--- src/rtl/kmsd_pkg.sv ---
// Shared types and constants for the keypad matrix scanner and debouncer.
package kmsd_pkg;

  localparam int unsigned ROWS_DEF    = 4;
  localparam int unsigned COLUMNS_DEF = 2;

  localparam int unsigned SETTLE_W   = 8;
  localparam int unsigned DEBOUNCE_W = 10;
  localparam int unsigned CFG_IDX_W  = 4;
  localparam int unsigned CFG_DATA_W = 10;

  localparam logic [SETTLE_W-1:0]   SETTLE_RESET   = 8'd1;
  localparam logic [DEBOUNCE_W-1:0] DEBOUNCE_RESET = 10'd20;

  typedef enum logic [CFG_IDX_W-1:0] {
    CFG_SETTLE_TICKS   = 4'd0,
    CFG_DEBOUNCE_TICKS = 4'd1
  } cfg_reg_e;

  typedef struct packed {
    logic changed;
    logic pressed;
    logic released;
  } key_flags_t;

endpackage

--- src/rtl/kmsd_scan.sv ---
// Column scanner: column drive, settle counter and per-scan raw code assembly.
module kmsd_scan #(
  parameter int unsigned ROWS    = kmsd_pkg::ROWS_DEF,
  parameter int unsigned COLUMNS = kmsd_pkg::COLUMNS_DEF
) (
  input  logic                        clk_i,
  input  logic                        rst_ni,
  input  logic                        advance_i,
  input  logic [ROWS-1:0]             row_levels_i,
  input  logic [kmsd_pkg::SETTLE_W-1:0] settle_ticks_i,
  output logic [COLUMNS-1:0]          column_drive_o,
  output logic                        done_o,
  output logic [ROWS*COLUMNS-1:0]     code_o
);
  import kmsd_pkg::*;

  localparam int unsigned CODE_W = ROWS * COLUMNS;
  localparam int unsigned COL_W  = (COLUMNS > 1) ? $clog2(COLUMNS) : 1;
  localparam logic [COL_W-1:0] LAST_COL = COL_W'(COLUMNS - 1);

  logic [COL_W-1:0]    col_q, col_d;
  logic [SETTLE_W-1:0] settle_q, settle_d;
  logic [CODE_W-1:0]   partial_q, partial_d;

  logic [SETTLE_W-1:0] need;
  logic [SETTLE_W-1:0] count_inc;
  logic                sample;
  logic [ROWS-1:0]     top_row;
  logic [CODE_W-1:0]   code;

  // Keep only the highest pressed row.
  always_comb begin
    top_row = '0;
    for (int r = 0; r < ROWS; r++) begin
      if (!row_levels_i[r]) begin
        top_row    = '0;
        top_row[r] = 1'b1;
      end
    end
  end

  always_comb begin
    need      = (settle_ticks_i == '0) ? SETTLE_W'(1) : settle_ticks_i;
    count_inc = settle_q + SETTLE_W'(1);
    sample    = (count_inc >= need);

    column_drive_o = '1;
    code           = partial_q;
    for (int c = 0; c < COLUMNS; c++) begin
      if (col_q == COL_W'(c)) begin
        column_drive_o[c]         = 1'b0;
        code[c*ROWS +: ROWS]      = partial_q[c*ROWS +: ROWS] | top_row;
      end
    end

    done_o    = 1'b0;
    col_d     = col_q;
    partial_d = partial_q;
    settle_d  = count_inc;
    if (sample) begin
      settle_d = '0;
      if (col_q == LAST_COL) begin
        done_o    = 1'b1;
        col_d     = '0;
        partial_d = '0;
      end else begin
        col_d     = col_q + COL_W'(1);
        partial_d = code;
      end
    end
  end

  assign code_o = code;

  always_ff @(posedge clk_i or negedge rst_ni) begin
    if (!rst_ni) begin
      col_q     <= '0;
      settle_q  <= '0;
      partial_q <= '0;
    end else if (advance_i) begin
      col_q     <= col_d;
      settle_q  <= settle_d;
      partial_q <= partial_d;
    end
  end

endmodule

--- src/rtl/kmsd_debounce.sv ---
// Debouncer: raw code history, countdown and accepted key state.
module kmsd_debounce #(
  parameter int unsigned CODE_W = kmsd_pkg::ROWS_DEF * kmsd_pkg::COLUMNS_DEF
) (
  input  logic                            clk_i,
  input  logic                            rst_ni,
  input  logic                            advance_i,
  input  logic                            done_i,
  input  logic [CODE_W-1:0]               code_i,
  input  logic [kmsd_pkg::DEBOUNCE_W-1:0] debounce_ticks_i,
  output logic [CODE_W-1:0]               key_state_o,
  output logic [CODE_W-1:0]               prior_state_o,
  output kmsd_pkg::key_flags_t            flags_o
);
  import kmsd_pkg::*;

  logic [CODE_W-1:0]     raw_q, raw_d;
  logic [CODE_W-1:0]     acc_q, acc_d;
  logic [CODE_W-1:0]     prev_q, prev_d;
  logic [DEBOUNCE_W-1:0] cnt_q, cnt_d;
  logic [CODE_W-1:0]     diff;
  logic                  reload;

  always_comb begin
    raw_d   = raw_q;
    acc_d   = acc_q;
    prev_d  = prev_q;
    reload  = 1'b0;
    flags_o = '0;
    diff    = acc_q ^ code_i;
    if (done_i) begin
      if (code_i != raw_q) begin
        raw_d  = code_i;
        reload = 1'b1;
      end else if (code_i != acc_q && cnt_q == '0) begin
        prev_d           = acc_q;
        acc_d            = code_i;
        flags_o.changed  = 1'b1;
        flags_o.pressed  = |(code_i & diff);
        flags_o.released = |(acc_q & diff);
      end
    end
    // Reload on a raw change, else count down and hold at zero.
    if (reload) begin
      cnt_d = debounce_ticks_i;
    end else if (cnt_q != '0) begin
      cnt_d = cnt_q - DEBOUNCE_W'(1);
    end else begin
      cnt_d = cnt_q;
    end
  end

  assign key_state_o   = acc_d;
  assign prior_state_o = prev_d;

  always_ff @(posedge clk_i or negedge rst_ni) begin
    if (!rst_ni) begin
      raw_q  <= '0;
      acc_q  <= '0;
      prev_q <= '0;
      cnt_q  <= DEBOUNCE_RESET;
    end else if (advance_i) begin
      raw_q  <= raw_d;
      acc_q  <= acc_d;
      prev_q <= prev_d;
      cnt_q  <= cnt_d;
    end
  end

endmodule

--- src/rtl/keypad_matrix_scan_debounce_top.sv ---
// The result of each accepted tick beat is registered in the output register.
// Throughput: one tick beat per cycle while results are read; a new beat is taken while the result is taken.
// The output register alone sets the rate: ready drops only while a result waits unread.
// Reset: asynchronous, active low; scan restarts at column 0, codes clear,
// settle_ticks returns to 1, debounce_ticks and the countdown to 20.
// Top level of the keypad matrix scanner with debounce.
module keypad_matrix_scan_debounce_top #(
  parameter int unsigned ROWS    = kmsd_pkg::ROWS_DEF,
  parameter int unsigned COLUMNS = kmsd_pkg::COLUMNS_DEF
) (
  input  logic                            clk_i,
  input  logic                            rst_ni,
  input  logic                            cfg_valid_i,
  output logic                            cfg_ready_o,
  input  logic [kmsd_pkg::CFG_IDX_W-1:0]  cfg_index_i,
  input  logic [kmsd_pkg::CFG_DATA_W-1:0] cfg_data_i,
  input  logic                            in_valid_i,
  output logic                            in_ready_o,
  input  logic [ROWS-1:0]                 row_levels_i,
  output logic                            out_valid_o,
  input  logic                            out_ready_i,
  output logic [COLUMNS-1:0]              column_drive_o,
  output logic [ROWS*COLUMNS-1:0]         key_state_o,
  output logic [ROWS*COLUMNS-1:0]         prior_state_o,
  output logic                            scan_done_o,
  output logic                            state_changed_o,
  output logic                            key_pressed_o,
  output logic                            key_released_o
);
  import kmsd_pkg::*;

  localparam int unsigned CODE_W = ROWS * COLUMNS;

  logic [SETTLE_W-1:0]   settle_ticks_q;
  logic [DEBOUNCE_W-1:0] debounce_ticks_q;

  logic                  advance;
  logic                  out_valid_q;
  logic [COLUMNS-1:0]    drive;
  logic                  done;
  logic [CODE_W-1:0]     code;
  logic [CODE_W-1:0]     key_state;
  logic [CODE_W-1:0]     prior_state;
  key_flags_t            flags;

  logic [COLUMNS-1:0]    drive_q;
  logic [CODE_W-1:0]     key_state_q;
  logic [CODE_W-1:0]     prior_state_q;
  logic                  done_q;
  key_flags_t            flags_q;

  assign cfg_ready_o = 1'b1;
  assign in_ready_o  = !out_valid_q || out_ready_i;
  assign advance     = in_valid_i && in_ready_o;

  always_ff @(posedge clk_i or negedge rst_ni) begin
    if (!rst_ni) begin
      settle_ticks_q   <= SETTLE_RESET;
      debounce_ticks_q <= DEBOUNCE_RESET;
    end else if (cfg_valid_i) begin
      unique case (cfg_index_i)
        CFG_SETTLE_TICKS:   settle_ticks_q   <= cfg_data_i[SETTLE_W-1:0];
        CFG_DEBOUNCE_TICKS: debounce_ticks_q <= cfg_data_i[DEBOUNCE_W-1:0];
        default: ;
      endcase
    end
  end

  kmsd_scan #(
    .ROWS    (ROWS),
    .COLUMNS (COLUMNS)
  ) u_scan (
    .clk_i          (clk_i),
    .rst_ni         (rst_ni),
    .advance_i      (advance),
    .row_levels_i   (row_levels_i),
    .settle_ticks_i (settle_ticks_q),
    .column_drive_o (drive),
    .done_o         (done),
    .code_o         (code)
  );

  kmsd_debounce #(
    .CODE_W (CODE_W)
  ) u_debounce (
    .clk_i            (clk_i),
    .rst_ni           (rst_ni),
    .advance_i        (advance),
    .done_i           (done),
    .code_i           (code),
    .debounce_ticks_i (debounce_ticks_q),
    .key_state_o      (key_state),
    .prior_state_o    (prior_state),
    .flags_o          (flags)
  );

  always_ff @(posedge clk_i or negedge rst_ni) begin
    if (!rst_ni) begin
      out_valid_q <= 1'b0;
    end else if (advance) begin
      out_valid_q <= 1'b1;
    end else if (out_ready_i) begin
      out_valid_q <= 1'b0;
    end
  end

  // Hold the result until it is taken.
  always_ff @(posedge clk_i) begin
    if (advance) begin
      drive_q       <= drive;
      key_state_q   <= key_state;
      prior_state_q <= prior_state;
      done_q        <= done;
      flags_q       <= flags;
    end
  end

  assign out_valid_o     = out_valid_q;
  assign column_drive_o  = drive_q;
  assign key_state_o     = key_state_q;
  assign prior_state_o   = prior_state_q;
  assign scan_done_o     = done_q;
  assign state_changed_o = flags_q.changed;
  assign key_pressed_o   = flags_q.pressed;
  assign key_released_o  = flags_q.released;

endmodule
--- config.mk ---
export PLATFORM = sky130hd
export DESIGN_NAME = keypad_matrix_scan_debounce_top
export DESIGN_NICKNAME = d
export VERILOG_FILES = /design/src/rtl/kmsd_pkg.sv /design/src/rtl/kmsd_scan.sv /design/src/rtl/kmsd_debounce.sv /design/src/rtl/keypad_matrix_scan_debounce_top.sv
export SDC_FILE = /design/constraint.sdc
export NUM_CORES = 1
export LEC_CHECK = 0
export BUFFER_PORTS_ARGS = -buffer_cell sky130_fd_sc_hd__buf_2
export CORE_ASPECT_RATIO = 0.9
export CORE_MARGIN = 4
export CORE_UTILIZATION = 54
export DETAILED_ROUTE_END_ITERATION = 10
export GPL_TIMING_DRIVEN = 1
export PLACE_DENSITY = 0.74
export SLEW_MARGIN = 10
export SYNTH_ARGS = -nofsm -noshare
export SYNTH_HDL_FRONTEND = slang
export SYNTH_SLANG_ARGS = --single-unit
--- constraint.sdc ---
create_clock -name clk_i -period 3.1 [get_ports clk_i]
set_input_delay 0.93 -clock clk_i [delete_from_list [all_inputs] [get_ports clk_i]]
set_output_delay 0.93 -clock clk_i [all_outputs]
set_load 0.005 [all_outputs]
Word-level counts from Yosys, hierarchy flattened
Index checks and enable logic that the tools add are counted.

Flip-flop bits (word level): 92. Output and inout port bits: 25. Logic and storage cells: 76.

$add $sub $neg: 3. Order comparisons: 1. Equality and inequality tests: 3. Multiplexer cells: 26. Bitwise logic cells: 7. Reductions and logical operators: 19.

Operator list (count): $mux 8 (9); $mux 10 (2); $mux 4 (5); $and 8x8->8 (2); $ne 8x8->1 (2); $reduce_or 8->1 (2); $logic_not 10->1 (1); $reduce_bool 10->1 (1); $sub 10x1->10 const B (1); $mux 1 (9); $add 8x1->8 const B (1); $ge 8x8->1 (1); $logic_not 8->1 (1); $or 4x4->4 (2); $reduce_and 2->1 (4); $xor 8x8->8 (1); $eq 4x1->1 const B (1); $logic_not 4->1 (1); $reduce_bool 2->1 (2); $mux 3 (1); $reduce_and 3->1 (1); $reduce_or 3->1 (1); $logic_and 1x1->1 (2); $not 1->1 (2); other kinds (4) (4).

Longest topological paths before layout
Gate-level depths: netlist of the first run.

Word-level depth: 11. Gate-level depth with buffers: 13. Depth with buffers taken out: 12.

Modules after synthesis
A second synthesis of the first run with hierarchy kept.

Cell total of the unflattened synthesis: 401. Area, all modules: 4757.1 um2.

By module, submodules not included: kmsd_debounce (times used 1, cells each 216, area an instance 2185.8 um2, seq. area each 853.3 um2); keypad_matrix_scan_debounce_top (times used 1, cells each 68, area an instance 1421.4 um2, seq. area each 1139.8 um2); kmsd_scan (times used 1, cells each 117, area an instance 1149.9 um2, seq. area each 425.4 um2).

Least setup slack after synthesis of the first run
Ideal clock, no wire load.

Kind: input to register. From: input port row_levels_i[3]. To: register prior_state_q[5], in the netlist prior_state_o[5], data pin. Setup time: 0.260 ns. Data arrival time: 2.836 ns. Required time: 2.840 ns. Setup slack: 0.004 ns. Stages: 10. Path buffers: 3. Cells stage by stage: buf_2 and4b_1 or2_2 ha_1 nand4_1 o21a_1 and3_1 buf_6 buf_12 mux2_4.

Word-level cells in the longest chain between the ends: 8. Elaborated cells on any way between the ends: 11. Classes of those cells: 2 x eq/ne; 6 x mux; 2 x bitwise; 1 x reduce/logical.

Ends and longest elaborated chain: start: declaration (RTL line keypad_matrix_scan_debounce_top.sv:19) `input logic [ROWS-1:0] row_levels_i,`; $mux 4 * (RTL line kmsd_scan.sv:35) `if (!row_levels_i[r]) begin`; $or 4x4->4 * (RTL line kmsd_scan.sv:52) `code[c*ROWS +: ROWS] = partial_q[c*ROWS +: ROWS] | top_row;`; $mux 4 * (RTL line kmsd_scan.sv:50) `if (col_q == COL_W'(c)) begin`; via code[5] (RTL line keypad_matrix_scan_debounce_top.sv:41) `logic [CODE_W-1:0] code;`; $ne 8x8->1 (RTL line kmsd_debounce.sv:35) `end else if (code_i != acc_q && cnt_q == '0) begin`; $logic_and 1x1->1 (RTL line kmsd_debounce.sv:35); $mux 8 (RTL line kmsd_debounce.sv:35); $mux 8 * (RTL line kmsd_debounce.sv:32) `if (code_i != raw_q) begin`; $mux 8 * (RTL line kmsd_debounce.sv:31) `if (done_i) begin`; via prior_state[5] (RTL line keypad_matrix_scan_debounce_top.sv:43) `logic [CODE_W-1:0] prior_state;`; end signal: assignment (RTL line keypad_matrix_scan_debounce_top.sv:112) `prior_state_q <= prior_state;`; end: declaration (RTL line keypad_matrix_scan_debounce_top.sv:48) `logic [CODE_W-1:0] prior_state_q;`.

Mark *: on every way through the listed nets, which the timed path passes. The rest lies on a longest branch. A chain may end at the register's enable or synchronous reset.

Worst setup path in the final report of the first run
From: register u_scan.settle_q[1]. To: register prior_state_q[6], in the netlist prior_state_o[6], data pin.

Word-level cells in the longest chain between the ends: 4.

Ends and longest elaborated chain: start: declaration (RTL line kmsd_scan.sv:22) `logic [SETTLE_W-1:0] settle_q, settle_d;`; start signal: assignment (RTL line kmsd_scan.sv:82) `settle_q <= settle_d;`; $add 8x1->8 (RTL line kmsd_scan.sv:44) `count_inc = settle_q + SETTLE_W'(1);`; $ge 8x8->1 (RTL line kmsd_scan.sv:45) `sample = (count_inc >= need);`; $mux 1 (RTL line kmsd_scan.sv:60) `if (sample) begin`; $mux 8 (RTL line kmsd_debounce.sv:31); via prior_state[6] (RTL line keypad_matrix_scan_debounce_top.sv:43).

The timed path passes the listed nets, and every way through them passes these cells.

==> reports/results.tsv, run 1 <==
metric	value	unit
status	completed	
Max rail drop VDD	367.3	uV
HPWL after DPL	8113	um
startpoint class of the critical path	flip-flop	
period utilisation layout	96.11	%
RSZ-0062 raised after global routing	no	
Final ANT Viol Nets	0	
share of post-route cells with drive strength above 1	25.55	%
H-tree Lvls	3	
Syn Inst Count	474	
synth unique cells	64	
gpl congestion	0.8724	
latest clock arrival within the worst-skew pair	0.37	ns
count leader, synth	dfrtp_1	
YS warnings	0	
CP max stage delay	0.42	ns
f_max	335.7	MHz
largest family of logic cells by synthesized area	simple AND/OR/NAND/NOR gates	
skew final	0.01304	ns
slew margin rel.	62.10	%
diode count	0	
Port Buffer Count	46	
post-synth top area share	32.52	%
die area	0.01087	mm^2
fin crit period	2.979	ns
Post-synth top cells	65 x dfrtp_1, 41 x inv_1, 38 x nand2_1	
Synth Area in Compound Gates	12.31	%
vias per cell	5.719	
core region area	0.009084	mm^2
Total GRT Usage	21.58	%
Final Hold Fails	0	
drt initial violations	188	
CP max stage cell	dfrtp_1	
worst slew pin tran	0.5685	ns
FP Rows	33	
Clock Sinks	92	
post-synthesis xor/xnor area fraction	1.401	%
mapped cell area	0.005002	mm^2
post-synthesis sequential area ratio	48.35	%
die width	109.5	um
clk buf depth	2	
CP Max Fanout	14	
Area growth syn-to-layout	14.36	%
power per cell area	658.2	mW/mm^2
number of pins with negative max-slew slack in the final report	0	
Post-synth EDFFs	22	
CTS tree	built	
vias in the first global route	3740	
Root Driver	clkbuf_8	
adder-cell share of the synthesized area	6.503	%
Static Leak	2.667	nW
register bit total from synthesis	92	
Post-Synth Simple-Gate Area	16.18	%
critical path type	reg2reg	
Residual DRC	0	
Yosys top cell by area	dfrtp_1	
clock slew at reported path FFs	0.09	ns
largest net degree at the start of global routing	45	
initial antenna violation count	0	
worst-path cell chain	and3_1 -> and3_1 -> and3_1 -> xor2_2 -> ha_1 -> and4_1 -> and2_1 -> a32oi_2 -> inv_2 -> and3_1 -> buf_12 -> mux2_4	
main flop type after synthesis	dfrtp_1	
CP Data Arrival Time	3.10	ns
I/O pin count	48	
Most common cell on crit path	and3_1	
count of hold-fix buffers inserted at cts	0	
routed via count	3809	
syn nets	523	
synth top area cells	dfrtp_1 33%, edfxtp_1 13%, ha_1 6.5%	
Crit path buffers/inverters	2	
Num CTS Buffers	9	
Placed Cells	649	
worst min path class	reg2reg	
DR WL/cell	16.78	um
Finished Layout Cells	666	
max-cap violation count	0	
CP endpoint kind	flip-flop	
Initial Util	55.07	%
async set-reset flop share out of synthesis	76.09	%
syn avg cell area	10.55	um^2
multiplexer share of the synthesized area	9.430	%
Setup Viol. Count Final	0	
Req. time, crit path	3.23	ns
final total power	3.765	mW
first-pass GRT wire length	18210	um
Pre-antenna DRT Iters	4	
total gr overflow	0	
final wirelength	11180	um
Die H	99.31	um
CP top delay family	simple AND/OR/NAND/NOR gates	
Layout Nets	588	
[metal layers]
metal / up-vias / GRT usage [%] / part of all wire [%]
met5: - / 0 / 0
met2: 100 / 35.99 / 49
met1: 1861 / 27.39 / 43
met3: 22 / 5.386 / 5.6
met4: 0 / 7.383 / 1.5
li1: 1826 / - / -
[cell type report]
class	count	area, um^2
clock buffers	11	141.4
clock inverters	5	60.06
fillers	757	3363
inverters	42	157.7
multi-input cells	318	2322
flip-flops and latches	92	2419
well taps	122	152.6
repair buffers	76	467.9
[sequential cells by signal, summed over array words and instances, names as in the netlist]
signal	count
column_drive_o	2
debounce_ticks_q	10
key_pressed_o	1
key_released_o	1
key_state_o	8
out_valid_o	1
prior_state_o	8
scan_done_o	1
settle_ticks_q	8
state_changed_o	1
u_debounce.acc_q	8
u_debounce.cnt_q	10
u_debounce.prev_q	8
u_debounce.raw_q	8
u_scan.col_q	1
u_scan.partial_q	8
u_scan.settle_q	8
[kinds of logic (layout without fill, tap and decap cells)]
family | after synthesis | count (layout)
fa+ha+maj | 26 | 26
buf+inv | 64 | 134
mux | 43 | 43
compound gates | 96 | 96
other cells | 1 | 1
flops | 92 | 92
xor+xnor | 8 | 8
simple gates | 144 | 144
[placed cells by master (no fill, tap or decap), types with 3 or more instances in the layout]
master      n
dfrtp_1    65
xnor2_1     5
or3_1       3
nor2b_1     7
nor3_1      7
and3_1      7
ha_1       26
nand4_1     6
buf_2      46
dfstp_2     5
mux2i_1    16
mux2_2     23
nor4_1      9
a21o_1      3
a21oi_1    26
and2_1      3
nor2_1     21
inv_1      41
nand2_1    38
o221ai_1    4
o2111ai_1   3
clkbuf_8   10
nand3_1     7
o21ai_0    30
or4_1       3
nand2b_1   10
or2_2       5
edfxtp_1   22
a31oi_1     4
o211ai_1    7
buf_4      29
[timing repair]
item	in CTS	in global routing
buffers inserted	0	1
endpoints found under the setup margin	0	24
gates resized for setup	0	6
[where the power goes]
part / switching [mW] / total (mW) / internal (mW)
Sequential: 0.220 / 1.70 / 1.48
Combinational: 0.688 / 1.23 / 0.544
Clock: 0.431 / 0.829 / 0.398
[metrics by stage]
stage	cell area [um^2]	utilization, %	setup TNS (ns)	setup WS [ns]	hold slack [ns]
after global placement	5492	60.45	0	0.02540	0.4732
final	5720	62.98	0	0.1207	0.4988
after detailed placement	5492	60.45	-0.04476	-0.01691	0.4802
after global routing	5720	62.98	0	0.002350	0.5316
after floorplan	5002	-	0	0.003933	0.4586
after CTS	5693	62.67	0	0.07911	0.5023
[final timing paths]
check	cells after the start	slack, ns	from	end
setup / recovery	12	0.12	u_scan.settle_q[1]	prior_state_o[6]
hold / removal	1	0.50	u_debounce.prev_q[7]	u_debounce.prev_q[7]
setup reg to reg	12	0.12	u_scan.settle_q[1]	prior_state_o[6]
hold reg to reg	1	0.50	u_debounce.prev_q[7]	u_debounce.prev_q[7]
max in group asynchronous	2	2.04	rst_ni	debounce_ticks_q[4]
min in group asynchronous	2	0.56	rst_ni	u_debounce.prev_q[5]
No activity file was read; power rests on OpenSTA's default activity.
==> run 2, diff against run 1 <==
--- a/config.mk
+++ b/config.mk
@@ -6,4 +6,5 @@
 export NUM_CORES = 1
 export LEC_CHECK = 0
+export ABC_AREA = 1
 export BUFFER_PORTS_ARGS = -buffer_cell sky130_fd_sc_hd__buf_2
 export CORE_ASPECT_RATIO = 0.9
==> constraint.sdc (replaced) <==
create_clock -name clk_i -period 3.1 [get_ports clk_i]
set_input_delay 0.31 -clock clk_i [delete_from_list [all_inputs] [get_ports clk_i]]
set_output_delay 0.31 -clock clk_i [all_outputs]
set_load 0.005 [all_outputs]
==> run 2 against run 1 <==
Net effect:
- first-iteration DRC count shrank 15%
- combinational power grew 66%
- sequential cell count stayed put
- clock skew increased by 0.0056 ns
- worst setup slack better by 0.14 ns
- sequential power up 8%
- routed wire length is 7.9% lower
- critical path type unchanged
- largest cell class unchanged
==> reports/results.tsv, run 2 <==
metric	value	unit	change
status	completed		
mapped cell area	0.004991	mm^2	-0.23%
Post-synth EDFFs	22		unchanged
Root Driver	clkbuf_8		
Static Leak	2.961	nW	+11%
register bit total from synthesis	92		unchanged
async set-reset flop share out of synthesis	76.09	%	unchanged
worst setup margin	0.2577	ns	+0.1370 ns
Pre-antenna DRT Iters	4		unchanged
final total power	4.657	mW	+24%
Residual DRC	0		unchanged
most common cell after layout, fill and taps aside	nand2_1		
Clock Power Share	16.7	%	-5.3 points
die area	0.01085	mm^2	-0.21%
period utilisation layout	91.69	%	-4.4 points
final wirelength	10290	um	-7.9%
Max rail drop VDD	396.7	uV	+8.0%
combinational power share	43.9	%	+11 points
largest net degree at the start of global routing	37		-18%
gpl congestion	0.8024		-8.0%
number of pins with negative max-slew slack in the final report	0		unchanged
Worst R2R Path Depth	15		+3
hold path depth	2		+1
pre-CTS setup slack	-0.02493	ns	-0.008025 ns
Die H	99.21	um	-0.11%
startpoint class of the critical path	flip-flop		
CP Data Arrival Time	2.97	ns	-0.13 ns
Req. time, crit path	3.23	ns	about the same
Clock Sinks	92		unchanged
Setup Viol. Count Final	0		unchanged
Syn Inst Count	589		+24%
count leader, synth	nand2_1		
diode count	0		unchanged
Net Sw Power	1.976	mW	+48%
worst min path class	in2reg		
Area growth syn-to-layout	13.44	%	
power per cell area	822.5	mW/mm^2	+25%
CP max stage cell	dfrtp_1		
Post-synth top cells	148 x nand2_1, 96 x inv_1, 65 x dfrtp_1		
sequential share of power	39.4	%	-5.9 points
CP Max Fanout	11		-3
Most common cell on crit path	nand3_2		
core region area	0.009084	mm^2	unchanged
latest clock arrival within the worst-skew pair	0.37	ns	about the same
f_max	351.8	MHz	+4.8%
slew margin rel.	55.89	%	-6.2 points
Layout Nets	698		+19%
synth top area cells	dfrtp_1 33%, edfxtp_1 13%, nand2_1 11%		
die width	109.3	um	-0.11%
most frequent cells in the layout	147 x nand2_1, 95 x inv_1, 65 x dfrtp_1		
Internal	2.681	mW	+11%
DR WL/cell	13.26	um	-21%
critical path type	reg2reg		
Yosys top cell by area	dfrtp_1		
max-cap violation count	0		unchanged
drt initial violations	159		-15%
initial antenna violation count	0		unchanged
main flop type after synthesis	dfrtp_1		
YS warnings	0		unchanged
syn nets	638		+22%
fin crit period	2.842	ns	-0.1370 ns
stages on the worst setup path	15		+3
post-synth top area share	32.59	%	+0.073 points
worst slew pin tran	0.6616	ns	+0.09311 ns
Crit path buffers/inverters	3		+1
CTS tree	built		
first-pass GRT wire length	17900	um	-1.7%
I/O pin count	48		unchanged
syn avg cell area	8.474	um^2	-20%
CP top delay family	simple AND/OR/NAND/NOR gates		
clk buf depth	2		unchanged
routed via count	3960		+4.0%
Port Buffer Count	46		unchanged
Final ANT Viol Nets	0		unchanged
total gr overflow	0		unchanged
Sw Share	42.43	%	+6.9 points
H-tree Lvls	3		unchanged
Total GRT Usage	20.65	%	-0.94 points
synth unique cells	37		-42%
CP endpoint kind	flip-flop		
post-synthesis sequential area ratio	48.46	%	+0.11 points
FP Rows	33		unchanged
share of post-route cells with drive strength above 1	19.11	%	-6.4 points
vias per cell	5.103		-11%
Initial Util	54.94	%	-0.12 points
setup_tns	0	ns	unchanged
CP max stage delay	0.38	ns	-0.04 ns
vias in the first global route	3937		+5.3%
Num CTS Buffers	9		unchanged
skew final	0.01860	ns	+0.005559 ns
worst-path cell chain	inv_1 -> nor3_4 -> nand3_2 -> nor3_2 -> xor2_1 -> ha_1 -> a21oi_1 -> o21a_1 -> nand3_2 -> nand2_1 -> inv_2 -> nand3_4 -> buf_12 -> nand2_2 -> and2_1		
HPWL after DPL	7641	um	-5.8%
clock slew at reported path FFs	0.10	ns	about the same
Largest regs	debounce_ticks_q: 10 flops, u_debounce.cnt_q: 10 flops		
Final Hold Fails	0		unchanged
==> run 2: worst paths after layout <==
kind                                      startpoint                    to  slack, ns
worst max-delay path              u_scan.settle_q[2]      prior_state_o[0]       0.26
worst min-delay path                   cfg_data_i[8]   debounce_ticks_q[8]       0.18
worst max register to register    u_scan.settle_q[2]      prior_state_o[0]       0.26
worst min register to register  u_debounce.prev_q[3]  u_debounce.prev_q[3]       0.49
max in group asynchronous                     rst_ni   u_debounce.cnt_q[4]       1.77
min in group asynchronous                     rst_ni   u_debounce.acc_q[5]       0.50
==> run 2: stage by stage <==
step,cell area (um^2),util [%],hold WS (ns),cells
finish,5662,62.33,0.1799,776
global route,5662,62.33,0.1862,776
CTS,5579,61.42,0.1718,771
detailed placement,5374,59.16,0.3818,754
global placement,5374,59.16,0.3711,754
floorplan,4991,-,0.01441,589
==> run 2: worst reg2reg max path: stages (launching register included) <==
cell     delay (ns)
dfrtp_1        0.38
inv_1          0.09
nor3_4         0.20
nand3_2        0.12
nor3_2         0.13
xor2_1         0.24
ha_1           0.29
a21oi_1        0.16
o21a_1         0.15
nand3_2        0.11
nand2_1        0.15
inv_2          0.08
nand3_4        0.17
buf_12         0.16
nand2_2        0.05
and2_1         0.13
==> run 2: final cells by class <==
class                   count  area [um^2]
fillers                   810         3422
flip-flops and latches     92         2419
multi-input cells         382         2141
inverters                 101        384.1
repair buffers             63        372.9
well taps                 122        152.6
clock buffers               9        123.9
clock inverters             7        68.82
==> run 2: what timing repair did <==
| action | CTS | global route |
|---|---|---|
| pin swaps | 0 | 3 |
| resized for setup | 1 | 8 |
| setup endpoints to repair | 8 | 53 |
| hold buffers | 1 | 0 |
| buffers inserted | 0 | 5 |
| hold endpoints to repair | 25 | 0 |
==> run 2: power by group through the flow <==
stage	Clock [mW]	Combinational, mW	Sequential, mW
3_3_place_gp	0	1.91	1.84
2_1_floorplan	0	1.50	1.80
4_1_cts	0.797	2.01	1.83
6_report	0.779	2.04	1.83
3_5_place_dp	0	1.99	1.85
5_1_grt	0.847	2.36	1.87
==> run 2: cells by family (layout without fill, tap and decap cells) <==
kind of cell	after synthesis	in the layout	share of synthesized area, %
compound gates	45	45	4.914
buf+inv	115	180	9.275
xor+xnor	14	14	2.457
flops	92	92	48.46
fa+ha+maj	26	26	6.518
other cells	1	1	0.07513
simple gates	295	295	28.08
mux	1	1	0.2256
==> run 2: layer usage <==
layer	vias up	wire [um]	share of wire (%)	track usage, %
met4	0	120	1.2	5.465
met2	71	5207	51	36.88
met1	1890	4503	44	25.29
met5	-	0	0	0
met3	12	458	4.5	4.218
li1	1987	-	-	-
